`src/sv/aea_pkg.sv`:
```
`default_nettype none
// ----------------------------------------------------------------------------
// aea_pkg
// Shared widths, defaults, register indexes and types for the echo adder.
// ----------------------------------------------------------------------------
package aea_pkg;

    localparam int SAMPLE_W        = 16;
    localparam int DELAY_W         = 14;
    localparam int DIVISOR_W       = 16;
    localparam int DELAY_MAX       = 8192;
    localparam int PTR_W           = $clog2(DELAY_MAX);
    localparam int DEFAULT_DELAY   = 8000;
    localparam int DEFAULT_DIVISOR = 4;
    // zero delay falls back to the default, itself limited to the ring size
    localparam int ZERO_DELAY      = (DEFAULT_DELAY > DELAY_MAX) ? DELAY_MAX : DEFAULT_DELAY;
    localparam int DIV_CNT_W       = $clog2(SAMPLE_W);

    localparam int CFG_IDX_W       = 2;
    localparam int CFG_DATA_W      = 16;

    typedef logic signed [SAMPLE_W-1:0] t_sample;
    typedef logic [DELAY_W-1:0]         t_delay;
    typedef logic [DIVISOR_W-1:0]       t_divisor;
    typedef logic [PTR_W-1:0]           t_ptr;
    typedef logic [CFG_IDX_W-1:0]       t_cfg_idx;
    typedef logic [CFG_DATA_W-1:0]      t_cfg_data;

    localparam t_cfg_idx REG_DELAY   = t_cfg_idx'(0);
    localparam t_cfg_idx REG_DIVISOR = t_cfg_idx'(1);

endpackage
`default_nettype wire

```
`src/sv/aea_div.sv`:
```
`default_nettype none
// ----------------------------------------------------------------------------
// aea_div
// Radix-2 restoring divider: signed sample by unsigned divisor, quotient
// truncated toward zero. One quotient bit per cycle.
// ----------------------------------------------------------------------------
module aea_div (
    input  wire logic              i_clk,
    input  wire logic              i_rst_n,
    input  wire logic              i_start,
    input  wire aea_pkg::t_sample  i_dividend,
    input  wire aea_pkg::t_divisor i_divisor,
    output logic                   o_done,
    output aea_pkg::t_sample       o_quotient
);

    localparam int W = aea_pkg::SAMPLE_W;

    logic                            r_busy;
    logic                            r_done;
    logic [aea_pkg::DIV_CNT_W-1:0]   r_cnt;
    logic                            r_neg;
    aea_pkg::t_divisor               r_div;
    logic [aea_pkg::DIVISOR_W-1:0]   r_rem;
    logic [W-1:0]                    r_quo;

    logic [W-1:0]                    w_dvd_u;
    logic [W-1:0]                    w_mag;
    logic [aea_pkg::DIVISOR_W:0]     w_shift;
    logic [aea_pkg::DIVISOR_W:0]     w_diff;

    assign w_dvd_u = i_dividend;
    // magnitude of the most negative sample still fits as unsigned
    assign w_mag   = w_dvd_u[W-1] ? (~w_dvd_u + 1'b1) : w_dvd_u;
    assign w_shift = {r_rem, r_quo[W-1]};
    assign w_diff  = w_shift - {1'b0, r_div};

    always_ff @(posedge i_clk) begin
        if (!i_rst_n) begin
            r_busy <= 1'b0;
            r_done <= 1'b0;
            r_cnt  <= '0;
        end else begin
            r_done <= 1'b0;
            if (i_start) begin
                r_busy <= 1'b1;
                r_cnt  <= '1;
                r_neg  <= w_dvd_u[W-1];
                r_div  <= i_divisor;
                r_rem  <= '0;
                r_quo  <= w_mag;
            end else if (r_busy) begin
                if (!w_diff[aea_pkg::DIVISOR_W]) begin
                    r_rem <= w_diff[aea_pkg::DIVISOR_W-1:0];
                    r_quo <= {r_quo[W-2:0], 1'b1};
                end else begin
                    r_rem <= w_shift[aea_pkg::DIVISOR_W-1:0];
                    r_quo <= {r_quo[W-2:0], 1'b0};
                end
                r_cnt <= r_cnt - 1'b1;
                if (r_cnt == '0) begin
                    r_busy <= 1'b0;
                    r_done <= 1'b1;
                end
            end
        end
    end

    assign o_done     = r_done;
    assign o_quotient = r_neg ? aea_pkg::t_sample'(~r_quo + 1'b1) : aea_pkg::t_sample'(r_quo);

`ifndef SYNTHESIS
    a_start_idle: assert property (@(posedge i_clk) disable iff (!i_rst_n)
        i_start |-> !r_busy)
        else $error("divider started while busy");
    a_done_pulse: assert property (@(posedge i_clk) disable iff (!i_rst_n)
        r_done |=> !r_done)
        else $error("divider done held longer than one cycle");
    a_start_busy: assert property (@(posedge i_clk) disable iff (!i_rst_n)
        i_start |=> (r_busy && !r_done))
        else $error("divider did not begin after start");
`endif

endmodule
`default_nettype wire

```
`config.mk`:
```
export PLATFORM = sky130hd
export DESIGN_NAME = aea_div
export DESIGN_NICKNAME = d
export VERILOG_FILES = /design/src/sv/aea_pkg.sv /design/src/sv/aea_div.sv
export SDC_FILE = /design/constraint.sdc
export NUM_CORES = 1
export LEC_CHECK = 0
export BUFFER_PORTS_ARGS = -buffer_cell sky130_fd_sc_hd__buf_2
export CORE_MARGIN = 4
export CORE_UTILIZATION = 52
export CTS_BUF_LIST = sky130_fd_sc_hd__clkbuf_16
export DETAILED_ROUTE_END_ITERATION = 8
export HOLD_SLACK_MARGIN = 0.03
export PLACE_DENSITY = 0.73
export SLEW_MARGIN = 20
export SYNTH_ARGS = -nofsm -noshare
export SYNTH_HDL_FRONTEND = slang
export SYNTH_SLANG_ARGS = --single-unit
export TNS_END_PERCENT = 50
```
`constraint.sdc`:
```
create_clock -name i_clk -period 2.65 [get_ports i_clk]
set_clock_uncertainty 0.2 [all_clocks]
set_input_delay 0.3975 -clock i_clk [delete_from_list [all_inputs] [get_ports i_clk]]
set_output_delay 0.3975 -clock i_clk [all_outputs]
set_load 0.02 [all_outputs]
```
# ---- Word level (Yosys, flattened, before mapping)
# Index checks and enable logic that the tools add are counted.
dict set report totals {
  reg_bits 55
  latchBits 0
  ram_bits 0
  romBits 0
  wordCells 33
  memories 0
}
dict set report classes {
  add_sub_neg 4
  mul 0
  div 0
  order_cmp 0
  n_eq_ne 0
  shift 0
  muxes 13
  n_bitwise 4
  n_reduce_logical 5
}
# cell n
set op_table {}
lappend op_table {{$mux W16} 6}
lappend op_table {{$add A16 B1 Y16 const B} 2}
lappend op_table {{$not A16 Y16} 2}
lappend op_table {{$sub A17 B16 Y17} 1}
lappend op_table {{$mux W4} 2}
lappend op_table {{$mux W1} 5}
lappend op_table {{$logic_not A4 Y1} 1}
lappend op_table {{$reduce_and A2 Y1} 2}
lappend op_table {{$sub A4 B1 Y4 const B} 1}
lappend op_table {{$reduce_or A3 Y1} 1}
lappend op_table {{$not A1 Y1} 2}
lappend op_table {{$reduce_bool A2 Y1} 1}

# ---- Depth between registers and ports, before layout
# Gate-level depths: netlist (run 1).
dict set report depth {
  depth_word 4
  ltp_mapped 11
  mapped_depth_nobuf 10
}

# ---- Worst setup path after synthesis (run 1)
# Ideal clock, no wire load.
dict set report synth_timing {
  path_kind {register -> register}
  from {register r_quo[15]}
  to {register r_rem[8] in the netlist's numbering, data pin}
  arrival_ps 2317
  path_slack_ps -133
  path_stages_with_launch 12
  n_path_buf 1
  synth_period_minus_slack_ps 2783
  path_cell_list {edfxtp_1 -> inv_1 -> ha_1 -> fa_1 -> nand2b_1 -> a21o_1 -> a31o_4 -> a21o_4 -> nor2_8 -> buf_12 -> mux2i_1 -> nor2_1}
}
dict set report synth_between {
  elab_chain_len 3
}
# item line_no
set synth_rtl {}
lappend synth_rtl {{from (decl)} aea_div.sv:25} ;# logic [W-1:0] r_quo;
lappend synth_rtl {{from (signal assigned)} aea_div.sv:51} ;# r_quo <= w_mag;
lappend synth_rtl {{from (signal assigned)} aea_div.sv:55} ;# r_quo <= {r_quo[W-2:0], 1'b1};
lappend synth_rtl {{from (signal assigned)} aea_div.sv:58} ;# r_quo <= {r_quo[W-2:0], 1'b0};
lappend synth_rtl {{$sub A17 B16 Y17} aea_div.sv:36} ;# assign w_diff = w_shift - {1'b0, r_div};
lappend synth_rtl {{$mux W16} aea_div.sv:53} ;# if (!w_diff[aea_pkg::DIVISOR_W]) begin
lappend synth_rtl {{$mux W16} aea_div.sv:52} ;# end else if (r_busy) begin
lappend synth_rtl {{to (signal assigned)} aea_div.sv:54} ;# r_rem <= w_diff[aea_pkg::DIVISOR_W-1:0];
lappend synth_rtl {{to (signal assigned)} aea_div.sv:57} ;# r_rem <= w_shift[aea_pkg::DIVISOR_W-1:0];
lappend synth_rtl {{to (decl)} aea_div.sv:24} ;# logic [aea_pkg::DIVISOR_W-1:0] r_rem;
# No other way between the ends. The select of a mux whose other input is x is not followed.
# A chain may end at the register's enable or synchronous reset.

# ---- Worst setup path in the final report (run 1)
dict set report layout_timing {
  from {register r_quo[1]}
  to {output o_quotient[13]}
}
dict set report layout_between {
  elab_chain_len 3
}
# item line_no
set layout_rtl {}
lappend layout_rtl {{$not A16 Y16} aea_div.sv:70} ;# assign o_quotient = r_neg ? aea_pkg::t_sample'(~r_quo + 1'b1) : aea_pkg::t_sample'(r_quo);
lappend layout_rtl {{$add A16 B1 Y16} aea_div.sv:70}
lappend layout_rtl {{$mux W16} aea_div.sv:70}
lappend layout_rtl {{to (decl)} aea_div.sv:14} ;# output aea_pkg::t_sample o_quotient
# No other way between the ends.

==> results of run 1 <==
-- sequential cells by signal, summed over array words and instances (netlist names) --
register,cells
o_done,1
r_busy,1
r_cnt,4
r_div,16
r_neg,1
r_quo,16
r_rem,16
-- cell usage after synthesis (all sizes together), types with 3 or more instances --
| cell | number |
|---|---|
| a211oi | 5 |
| a21o | 3 |
| a21oi | 34 |
| buf | 6 |
| clkbuf | 9 |
| dfxtp | 6 |
| edfxtp | 49 |
| ha | 19 |
| inv | 28 |
| mux2 | 4 |
| mux2i | 10 |
| nand2 | 25 |
| nand2b | 8 |
| nand4 | 3 |
| nor2 | 41 |
| nor3 | 7 |
| nor4 | 3 |
| o211ai | 5 |
| o21a | 5 |
| o21ai | 17 |
| o21bai | 4 |
| o31ai | 9 |
| o41ai | 3 |
| or4 | 4 |
| xnor2 | 26 |
| xor2 | 16 |
-- stage by stage --
step / TNS [ns] / total power, mW / hold slack (ns) / cells / instance area, sq um
after global routing: -4.87 / 2.93 / 0.0742 / 557 / 4640
final: -2.77 / 2.78 / 0.0721 / 557 / 4640
after CTS: -2.78 / 2.75 / 0.0725 / 552 / 4570
after detailed placement: -1.12 / 2.02 / 0.269 / 537 / 4290
after floorplan: -0.216 / 1.75 / 0.240 / 373 / 3730
after global placement: -0.236 / 2.00 / 0.273 / 537 / 4290
-- placed cells by master, fill, tap and decap left out, types with 4 or more instances in the layout --
cell type,instances
a21oi_1,29
a21oi_2,4
buf_2,47
buf_4,43
clkbuf_16,6
dfxtp_1,6
edfxtp_1,49
ha_1,18
inv_1,27
mux2i_1,10
nand2_1,25
nand2b_1,7
nor2_1,37
nor3_1,5
o211ai_1,5
o21a_1,5
o21ai_0,14
o21bai_1,4
o31ai_1,8
xnor2_1,26
xor2_1,16
-- power by group --
group          total (mW)  internal, mW  leakage [nW]  switching, mW
logic                1.02         0.489          1.33          0.527
registers            1.10          1.04         0.517         0.0566
clock network       0.662         0.350        0.0718          0.312
-- final cells by class --
class	count	area, sq um	area share (%)
clock inverter	3	18.8	0.405
timing repair buffer	95	646	13.9
multi-input combinational	275	2030	43.8
sequential	55	1590	34.3
tap	96	120	2.59
inverter	28	105	2.27
clock buffer	5	125	2.70
-- kinds of logic after synthesis --
kind of cell / after synthesis / synth area share [%]
adder cells (fa/ha/maj): 20 / 6.92
XOR/XNOR: 42 / 9.88
multiplexers: 14 / 3.90
buffers and inverters: 43 / 5.11
flip-flops: 55 / 42.8
AO/OA/AOI/OAI: 95 / 17.3
AND/OR/NAND/NOR: 104 / 14.1
-- final timing paths --
check,slack [ns],endpoint
min,0.07,r_div[1]
max,-0.35,o_quotient[13]
min reg2reg,0.29,o_done
max reg2reg,-0.11,r_rem[0]
-- what timing repair did --
item | CTS | global route
cloned | 1 | 0
setup endpoints to repair | 19 | 25
gates resized for setup | 15 | 12
pin swaps | 6 | 6
setup buffers | 6 | 5
-- routing by layer --
layer,track usage [%],vias to the layer above
met1,24.8,1424
met2,35.2,68
li1,-,1515
met4,5.45,0
met5,0,-
met3,3.74,6
-- worst register-to-register path: stages, from the launching register on --
cell	delay, ns
edfxtp_1	0.42
ha_4	0.19
fa_2	0.34
nand2b_4	0.15
a21o_1	0.17
a31o_4	0.25
a21o_4	0.24
nor2_8	0.13
buf_12	0.15
mux2_4	0.32
nor2_4	0.08
==> metrics.md, run 1 <==
| Metric | Value |
|---|---|
| Status | `complete, but fails checks` |
| Failing checks | `setup timing` |
| Final worst slack | `-0.347 ns` |
| Fin util | `67.5%` |
| Crit-path max cell delay | `about 0.46 ns` |
| # DRC | `0` |
| Tot GR Track Use | `around a fifth` |
| Worst skew pair latency | `0.30 ns` |
| Top delay family on crit path | `simple AND/OR/NAND/NOR gates` |
| Place WS | `-0.168 ns` |
| Syn avg cell area | `9.98 sq um` |
| CP Data Required Time | `2.05 ns` |
| Cell Chain, Critical Path | `nor3_2 -> nand2_1 -> or3_4 -> or4_4 -> o41ai_4 -> xnor2_1 -> buf_2` |
| Hold Startpoint | `i_divisor[1]` |
| TritonCTS Buffers | `5` |
| Proportion of layout cells with a drive suffix above 1 | `between 20% and 30%` |
| Critical path launch point type | `flop` |
| Layout Nets | `515` |
| Routed wl met3 | `349 um` |
| Die area | `8580 sq um` |
| Max-Cap Viols | `0` |
| Post-synth EDFFs | `49` |
| WP depth | `7` |
| Critical setup path kind | `reg -> out` |
| Flop and latch count out of synthesis | `55` |
| Vias in the first global route | `3040` |
| CP max stage cell | `or4_4` |
| Worst path bufs/invs | `1` |
| CTS tree | `built` |
| F_max | `334 MHz` |
| Root Buffer | `clkbuf_16` |
| CP Capture Type | `output pin` |
| Worst-Margin Slew | `0.558 ns` |
| Dpl hpwl | `5920 um` |
| Core ar. | `6870 sq um` |
| Synth Instances | `~370` |
| Sequential share of the synthesized area | `a little over two fifths` |
| DR top layer | `met4` |
| Placer Congestion | `0.959` |
| Cell variety after synth | `55` |
| Tmin final | `approximately 3 ns` |
| CP Launch Point | `r_quo[1]` |
| IO buf count | `around 50` |
| # rows | `30` |
| Die height | `92.6 um` |
| Pin count of the biggest net entering global routing | `35` |
| Synth area leader | `edfxtp_1` |
| Final period utilization | `113%` |
| IO Count | `52` |
| Mapped cell area | `3720 sq um` |
| Wire per inst | `14.8 um` |
| Final setup viols | `21` |
| R2r startpoint | `r_div[0]` |
| DR vias/cell | `5.41` |
| Hold Vio Cnt, Final | `0` |
| Arrival time worst endpoint | `2.40 ns` |
| Slew Viols, Final | `0` |
| Final wirelength | `8270 um` |
| Maximum fanout along the worst path | `3` |
| Met2 WL | `4210 um` |
| Post-detailed-route count of antenna-violating nets | `0` |
| Leakage | `roughly 1.9 nW` |
| CTS Buffer Depth | `2` |
| Clock transition at path regs | `0.07 ns` |
| CTS H-tree lvls | `2` |
| Clock Sinks | `55` |
| Filler cell count | `529` |
| Hold Crit Depth | `1` |
| Die width | `92.6 um` |
| Worst slew margin | `62.8%` |
| YS warnings | `0` |
| Hold Buf Count CTS | `0` |
| Reg2reg path depth | `10` |
| Synth top area share | `39.5%` |
| Wire length of the first global-routing pass | `roughly 14000 um` |
| Metal1 wirelength | `3620 um` |
| Initial DRC Count | `between 150 and 200` |
| Area grow syn2layout | `24.5%` |
| DR pass1 iterations | `4` |
| RSZ-0062 raised after global routing | `yes` |
| Post-synth top flop | `edfxtp_1` |
| Via count | `3013` |
| PD cells | `599 nW/um^2` |
| Largest cells by area after synthesis | `edfxtp_1 (40%), ha_1 (6.4%), xnor2_1 (6.1%), a21oi_1 (4.2%), nor2_1 (3.8%)` |
| Initial core utilization | `54.2%` |
| Post-Syn Nets | `428` |
| Worst VDD drop | `0.000266 V` |
| Min-Delay Path Class | `in -> reg` |
| Antenna cells | `0` |
| Ys async rst share | `0%` |
| Number of antenna violations at the first check in global routing | `0` |
| Total gr overflow | `0` |
(Power assumes the default switching activity.)
==> run 2, diff against run 1 <==
--- a/config.mk
+++ b/config.mk
@@ -12,7 +12,7 @@
 export DETAILED_ROUTE_END_ITERATION = 8
 export HOLD_SLACK_MARGIN = 0.03
 export PLACE_DENSITY = 0.73
-export SLEW_MARGIN = 20
+export SETUP_SLACK_MARGIN = 0.02
 export SYNTH_ARGS = -nofsm -noshare
 export SYNTH_HDL_FRONTEND = slang
 export SYNTH_SLANG_ARGS = --single-unit
==> run 2 against run 1 <==
  * The run still ends with setup timing left
  * Hold slack improved by 0.0038 ns
  * Power shrank 0.44%
  * Sequential power about the same
  * Critical endpoint unchanged
  * Utilization down 0.11 points
  * Cell count shrank 0.36%
  * Critical path depth unchanged
  * Maximum frequency about the same
  * Combinational power barely moved
==> metrics.md, run 2 (synthesized netlist as in run 1, its figures left out) <==
| Metric | Value |
|---|---|
| PD cells | `598 nW/um^2 (-0.28%)` |
| Proportion of layout cells with a drive suffix above 1 | `29.0% (-0.091 points)` |
| Commonest cells after routing, fill and taps aside | `edfxtp_1 (49), buf_2 (47), buf_4 (41), nor2_1 (37), a21oi_1 (29)` |
| Placer Congestion | `0.959 (unchanged)` |
| TritonCTS Buffers | `5 (unchanged)` |
| Final wirelength | `8240 um (-0.28%)` |
| Core ar. | `6870 sq um (unchanged)` |
| Maximum fanout along the worst path | `3 (unchanged)` |
| Final period utilization | `113% (about the same)` |
| Metal1 wirelength | `3590 um (-0.86%)` |
| IO buf count | `51 (unchanged)` |
| Routed wl met3 | `367 um (+5.2%)` |
| Worst VDD drop | `0.000266 V (about the same)` |
| Area grow syn2layout | `24.3%` |
| Post-detailed-route count of antenna-violating nets | `0 (unchanged)` |
| Total gr overflow | `0 (unchanged)` |
| Vias in the first global route | `3048 (+0.26%)` |
| CTS tree | `built` |
| Reg2reg path depth | `10 (unchanged)` |
| Hold Crit Depth | `1 (unchanged)` |
| CTS Buffer Depth | `2 (unchanged)` |
| Clock transition at path regs | `0.07 ns (about the same)` |
| R2r startpoint | `r_div[0]` |
| Wire per inst | `14.9 um (about the same)` |
| Commonest non-fill, non-tap cell in the layout | `edfxtp_1` |
| Antenna cells | `0 (unchanged)` |
| # DRC | `0 (unchanged)` |
| Status | `complete, but fails checks` |
| Final setup viols | `20 (-4.8%)` |
| Critical path launch point type | `flop` |
| Hold Vio Cnt, Final | `0 (unchanged)` |
| Number of antenna violations at the first check in global routing | `0 (unchanged)` |
| Tmin final | `3.00 ns (+0.0000240 ns)` |
| Initial DRC Count | `126 (-30%)` |
| Crit-path max cell delay | `0.46 ns (about the same)` |
| # rows | `30 (unchanged)` |
| Met2 WL | `4210 um (-0.12%)` |
| Dpl hpwl | `5920 um (unchanged)` |
| CP Data Required Time | `2.05 ns (about the same)` |
| Pin count of the biggest net entering global routing | `35 (unchanged)` |
| DR pass1 iterations | `4 (unchanged)` |
| F_max | `334 MHz (about the same)` |
| Die area | `8580 sq um (unchanged)` |
| Critical setup path kind | `reg -> out` |
| Final worst slack | `-0.347 ns (-0.0000240 ns)` |
| Die width | `92.6 um (unchanged)` |
| Leakage | `1.91 nW (-0.21%)` |
| Via count | `3016 (+0.10%)` |
| Clock Sinks | `55 (unchanged)` |
| Root Buffer | `clkbuf_16` |
| Hold Buf Count CTS | `0 (unchanged)` |
| Min-Delay Path Class | `in -> reg` |
| Layout Nets | `513 (-0.39%)` |
| Fin util | `67.4% (-0.11 points)` |
| R2R setup slack | `-0.12 ns (about the same)` |
| Wire length of the first global-routing pass | `13800 um (+0.20%)` |
| Max-Cap Viols | `0 (unchanged)` |
| Initial core utilization | `54.2% (unchanged)` |
| Die height | `92.6 um (unchanged)` |
| Design area | `4630 sq um (-0.16%)` |
| RSZ-0062 raised after global routing | `yes` |
| Worst Hold End | `r_div[1]` |
| DR top layer | `met4` |
| Slew Viols, Final | `0 (unchanged)` |
| Final setup TNS | `-2.77 ns (-0.00236 ns)` |
| Top Registers | `r_div: 16 flops, r_quo: 16 flops, r_rem: 16 flops` |
| Failing checks | `setup timing` |
| Cell Chain, Critical Path | `nor3_2 -> nand2_1 -> or3_4 -> or4_4 -> o41ai_4 -> xnor2_1 -> buf_2` |
| IO Count | `52 (unchanged)` |
| Place WS | `-0.168 ns (unchanged)` |
| Worst-Margin Slew | `0.561 ns (+0.00291 ns)` |
| Worst skew pair latency | `0.29 ns (about the same)` |
| CP Capture Type | `output pin` |
| DR vias/cell | `5.43 (+0.46%)` |
| Tot GR Track Use | `19.9% (+0.035 points)` |
| Hold Startpoint | `i_divisor[1]` |
| Worst slew margin | `62.6% (-0.19 points)` |
| Crit Reg-Reg Endpoint | `r_rem[0]` |
| CTS H-tree lvls | `2 (unchanged)` |
| CP max stage cell | `or4_4` |
| Arrival time worst endpoint | `2.40 ns (about the same)` |
| Area after DPL | `4290 sq um (unchanged)` |
==> run 2: cell count changes in the layout (fill, tap and decap cells not counted), sizes merged <==
cell / before / now
buf: 94 / 92
==> run 2: layer usage <==
metal	GRT usage, %	vias up
met4	5.45	0
met5	0	-
met3	3.82	7
met1	24.9	1426
li1	-	1511
met2	35.2	72
==> run 2: how the worst max path moves through the flow <==
stage,startpoint,endpoint,slack [ns],cells past startpoint
floorplan,r_quo[15],r_rem[8],-0.07,11
global placement,r_quo[0],o_quotient[15],-0.08,7
detailed placement,r_quo[15],r_rem[0],-0.17,11
CTS,r_quo[0],o_quotient[13],-0.34,7
global route,r_quo[1],o_quotient[13],-0.44,7
finish,r_quo[1],o_quotient[13],-0.35,7
==> run 2: timing repair <==
| item | CTS | global route |
|---|---|---|
| gates resized for setup | 16 | 12 |
| setup buffers | 7 | 2 |
| endpoints found under the setup margin | 23 | 25 |
| cloned | 1 | 0 |
| pin swaps | 6 | 6 |
==> run 2: cell type report <==
cell class / count / area, sq um
Timing Repair Buffer: 93 / 631
Tap cell: 96 / 120
Fill cell: 529 / 2240
Clock buffer: 5 / 125
Clock inverter: 3 / 18.8
Multi-Input combinational cell: 275 / 2040
Sequential cell: 55 / 1590
Inverter: 28 / 105
==> run 2: worst max-delay path: cells and delay by family (launching register included) <==
family                 cells  cell delay [ns]
XOR/XNOR                   1             0.17
flip-flops                 1             0.44
AND/OR/NAND/NOR            4             1.08
AO/OA/AOI/OAI              1             0.23
buffers and inverters      1             0.20
==> run 2: report_power, final <==
| part | internal, mW | leakage [nW] | switching [mW] | total (mW) |
|---|---|---|---|---|
| sequential | 1.04 | 0.517 | 0.0565 | 1.10 |
| clock | 0.350 | 0.0718 | 0.305 | 0.656 |
| combinational | 0.483 | 1.32 | 0.527 | 1.01 |
| total | 1.88 | 1.91 | 0.889 | 2.77 |
==> run 2: stage by stage <==
step	hold WS (ns)	total power, mW	cells
floorplan	0.240	1.75	373
global placement	0.273	2.00	537
detailed placement	0.269	2.02	537
CTS	0.0725	2.75	553
global route	0.0742	2.92	555
finish	0.0759	2.77	555
==> run 3, diff against run 2 <==
--- a/config.mk
+++ b/config.mk
@@ -5,13 +5,13 @@
 export SDC_FILE = /design/constraint.sdc
 export NUM_CORES = 1
 export LEC_CHECK = 0
-export BUFFER_PORTS_ARGS = -buffer_cell sky130_fd_sc_hd__buf_2
 export CORE_MARGIN = 4
-export CORE_UTILIZATION = 52
+export CORE_UTILIZATION = 58
 export CTS_BUF_LIST = sky130_fd_sc_hd__clkbuf_16
 export DETAILED_ROUTE_END_ITERATION = 8
+export DONT_BUFFER_PORTS = 1
 export HOLD_SLACK_MARGIN = 0.03
-export PLACE_DENSITY = 0.73
+export PLACE_DENSITY = 0.8
 export SETUP_SLACK_MARGIN = 0.02
 export SYNTH_ARGS = -nofsm -noshare
 export SYNTH_HDL_FRONTEND = slang
==> run 3 against run 2 <==
  * Non-clock buffer count down 20
  * Maximum frequency down 2.5%
  * Cell count down 7.4%
  * Via count up 4.3%
  * Global-route usage up 5.5 points
  * Sequential power about the same
  * Largest cell class unchanged
  * Routed wire length up 23%
  * The flow still finishes with violations (setup timing)
  * Power up 2.0%
==> metrics.md, run 3 (synthesized netlist as in run 1, its figures left out) <==
| Metric | Value |
|---|---|
| Place WS | `-0.125 ns (+0.0425 ns)` |
| Top Registers | `r_div: 16 flops, r_quo: 16 flops, r_rem: 16 flops` |
| # rows | `28 (-6.7%)` |
| Layout Nets | `493 (-3.9%)` |
| Slew Viols, Final | `0 (unchanged)` |
| Via count | `3147 (+4.3%)` |
| Status | `complete, but fails checks` |
| Worst VDD drop | `0.000560 V (+110%)` |
| Final wirelength | `10100 um (+23%)` |
| Worst slew margin | `38.7% (-24 points)` |
| Number of antenna violations at the first check in global routing | `0 (unchanged)` |
| Maximum fanout along the worst path | `2 (-1)` |
| Die width | `88.1 um (-4.9%)` |
| R2r startpoint | `r_div[0]` |
| Final setup viols | `27 (+35%)` |
| IO Count | `52 (unchanged)` |
| Worst skew pair latency | `0.30 ns (about the same)` |
| Hold Crit Depth | `2 (+1)` |
| Area grow syn2layout | `29.3%` |
| Pin count of the biggest net entering global routing | `54 (+54%)` |
| CP Launch Point | `r_quo[0]` |
| Design area | `4810 sq um (+4.0%)` |
| DR vias/cell | `6.12 (+13%)` |
| Clock transition at path regs | `0.07 ns (about the same)` |
| Wire per inst | `19.7 um (+32%)` |
| Vias in the first global route | `3201 (+5.0%)` |
| Die area | `7760 sq um (-9.5%)` |
| Post-detailed-route count of antenna-violating nets | `0 (unchanged)` |
| R2R setup slack | `-0.25 ns (-0.13 ns)` |
| Die height | `88.1 um (-4.9%)` |
| Final worst slack | `-0.426 ns (-0.0783 ns)` |
| Proportion of layout cells with a drive suffix above 1 | `24.6% (-4.4 points)` |
| Leakage | `1.92 nW (+0.42%)` |
| Wire length of the first global-routing pass | `15000 um (+9.4%)` |
| Final period utilization | `116% (+3.0 points)` |
| Dpl hpwl | `5980 um (+1.0%)` |
| Max-Cap Viols | `0 (unchanged)` |
| Placed cell count | `466 (-13%)` |
| Critical path launch point type | `flop` |
| CTS Buffer Depth | `2 (unchanged)` |
| Reg2reg path depth | `10 (unchanged)` |
| Min-Delay Path Class | `in -> reg` |
| Crit path to | `o_quotient[5]` |
| Hold slack | `0.0302 ns (-0.0458 ns)` |
| Area after DPL | `4000 sq um (-6.7%)` |
| Filler cell count | `333 (-37%)` |
| Initial core utilization | `61.4% (+7.2 points)` |
| CP Data Required Time | `2.05 ns (about the same)` |
| Non-Filler Instances | `514 (-7.4%)` |
| PD cells | `586 nW/um^2 (-1.9%)` |
| # DRC | `0 (unchanged)` |
| DR pass1 iterations | `6 (+2)` |
| Commonest cells after routing, fill and taps aside | `edfxtp_1 (49), buf_4 (44), nor2_1 (35), a21oi_1 (29), inv_1 (28)` |
| Critical setup path kind | `reg -> out` |
| CP Capture Type | `output pin` |
| Placer Congestion | `0.873 (-9.0%)` |
| Tot GR Track Use | `25.5% (+5.5 points)` |
| Root Buffer | `clkbuf_16` |
| Core ar. | `6060 sq um (-12%)` |
| Commonest non-fill, non-tap cell in the layout | `edfxtp_1` |
| Failing checks | `setup timing` |
| Crit Reg-Reg Endpoint | `r_rem[1]` |
| Antenna cells | `0 (unchanged)` |
| Initial DRC Count | `247 (+96%)` |
| RSZ-0062 raised after global routing | `yes` |
| Arrival time worst endpoint | `2.48 ns (+0.08 ns)` |
| CTS tree | `built` |
| Tmin final | `3.08 ns (+0.0783 ns)` |
| IO buf count | `0 (-100%)` |
| Hold Vio Cnt, Final | `0 (unchanged)` |
| Clock Sinks | `55 (unchanged)` |
| CTS H-tree lvls | `2 (unchanged)` |
| Total gr overflow | `0 (unchanged)` |
| F_max | `325 MHz (-2.5%)` |
| TritonCTS Buffers | `5 (unchanged)` |
| Worst-Margin Slew | `0.919 ns (+0.358 ns)` |
[run 3: worst min-delay path by stage]
stage / startpoint / to / slack [ns]
after global placement: r_cnt[3] / o_done / 0.26
final: i_rst_n / o_done / 0.03
after global routing: i_start / r_cnt[3] / 0.04
after CTS: i_rst_n / r_cnt[3] / 0.03
after floorplan: r_cnt[3] / o_done / 0.24
after detailed placement: r_cnt[3] / o_done / 0.28
[run 3: power by group]
group          total [mW]  switching [mW]  internal [mW]
Combinational        1.06           0.552          0.509
Clock               0.646           0.302          0.344
Sequential           1.12          0.0717           1.04
Total                2.82           0.925           1.90
[run 3: repair_timing]
item | CTS | global route
cloned | 1 | 0
hold buffers | 19 | 2
pin swaps | 9 | 14
resized for setup | 29 | 28
hold endpoints to repair | 20 | 2
setup endpoints to repair | 22 | 27
setup buffers | 13 | 5
[run 3: routing by layer]
layer	GRT usage, %	vias up	routed length [um]
met3	6.11	27	708
met4	7.55	0	208
met2	45.7	152	5220
met1	30.3	1497	3970
li1	-	1471	-
met5	0	-	0
[run 3: metrics by stage]
stage | power, mW | TNS, ns | utilization [%]
finish | 2.82 | -5.93 | 79.4
global placement | 1.93 | -0.128 | 66.1
global route | 2.94 | -7.56 | 79.4
detailed placement | 1.96 | -1.12 | 66.1
CTS | 2.72 | -3.06 | 76.1
floorplan | 1.75 | -0.216 | -
[run 3: layout make-up]
class                   instances  area, sq um  area share [%]
multi-input cells             275         2230            46.3
flip-flops and latches         55         1590            33.1
repair buffers                 73          653            13.6
clock buffers                   5          125            2.60
inverters                      28          108            2.24
well taps                      75         93.8            1.95
clock inverters                 3         15.0           0.312
[run 3: critical path, stage by stage (launching register included)]
cell and delay, ns:
edfxtp_1 0.44, nor3_2 0.29, nand2_1 0.11, buf_4 0.15, buf_6 0.10, buf_4 0.12
buf_4 0.12, buf_4 0.12, buf_4 0.12, buf_4 0.12, buf_4 0.12, buf_4 0.13
nand2_4 0.08, xnor2_4 0.16
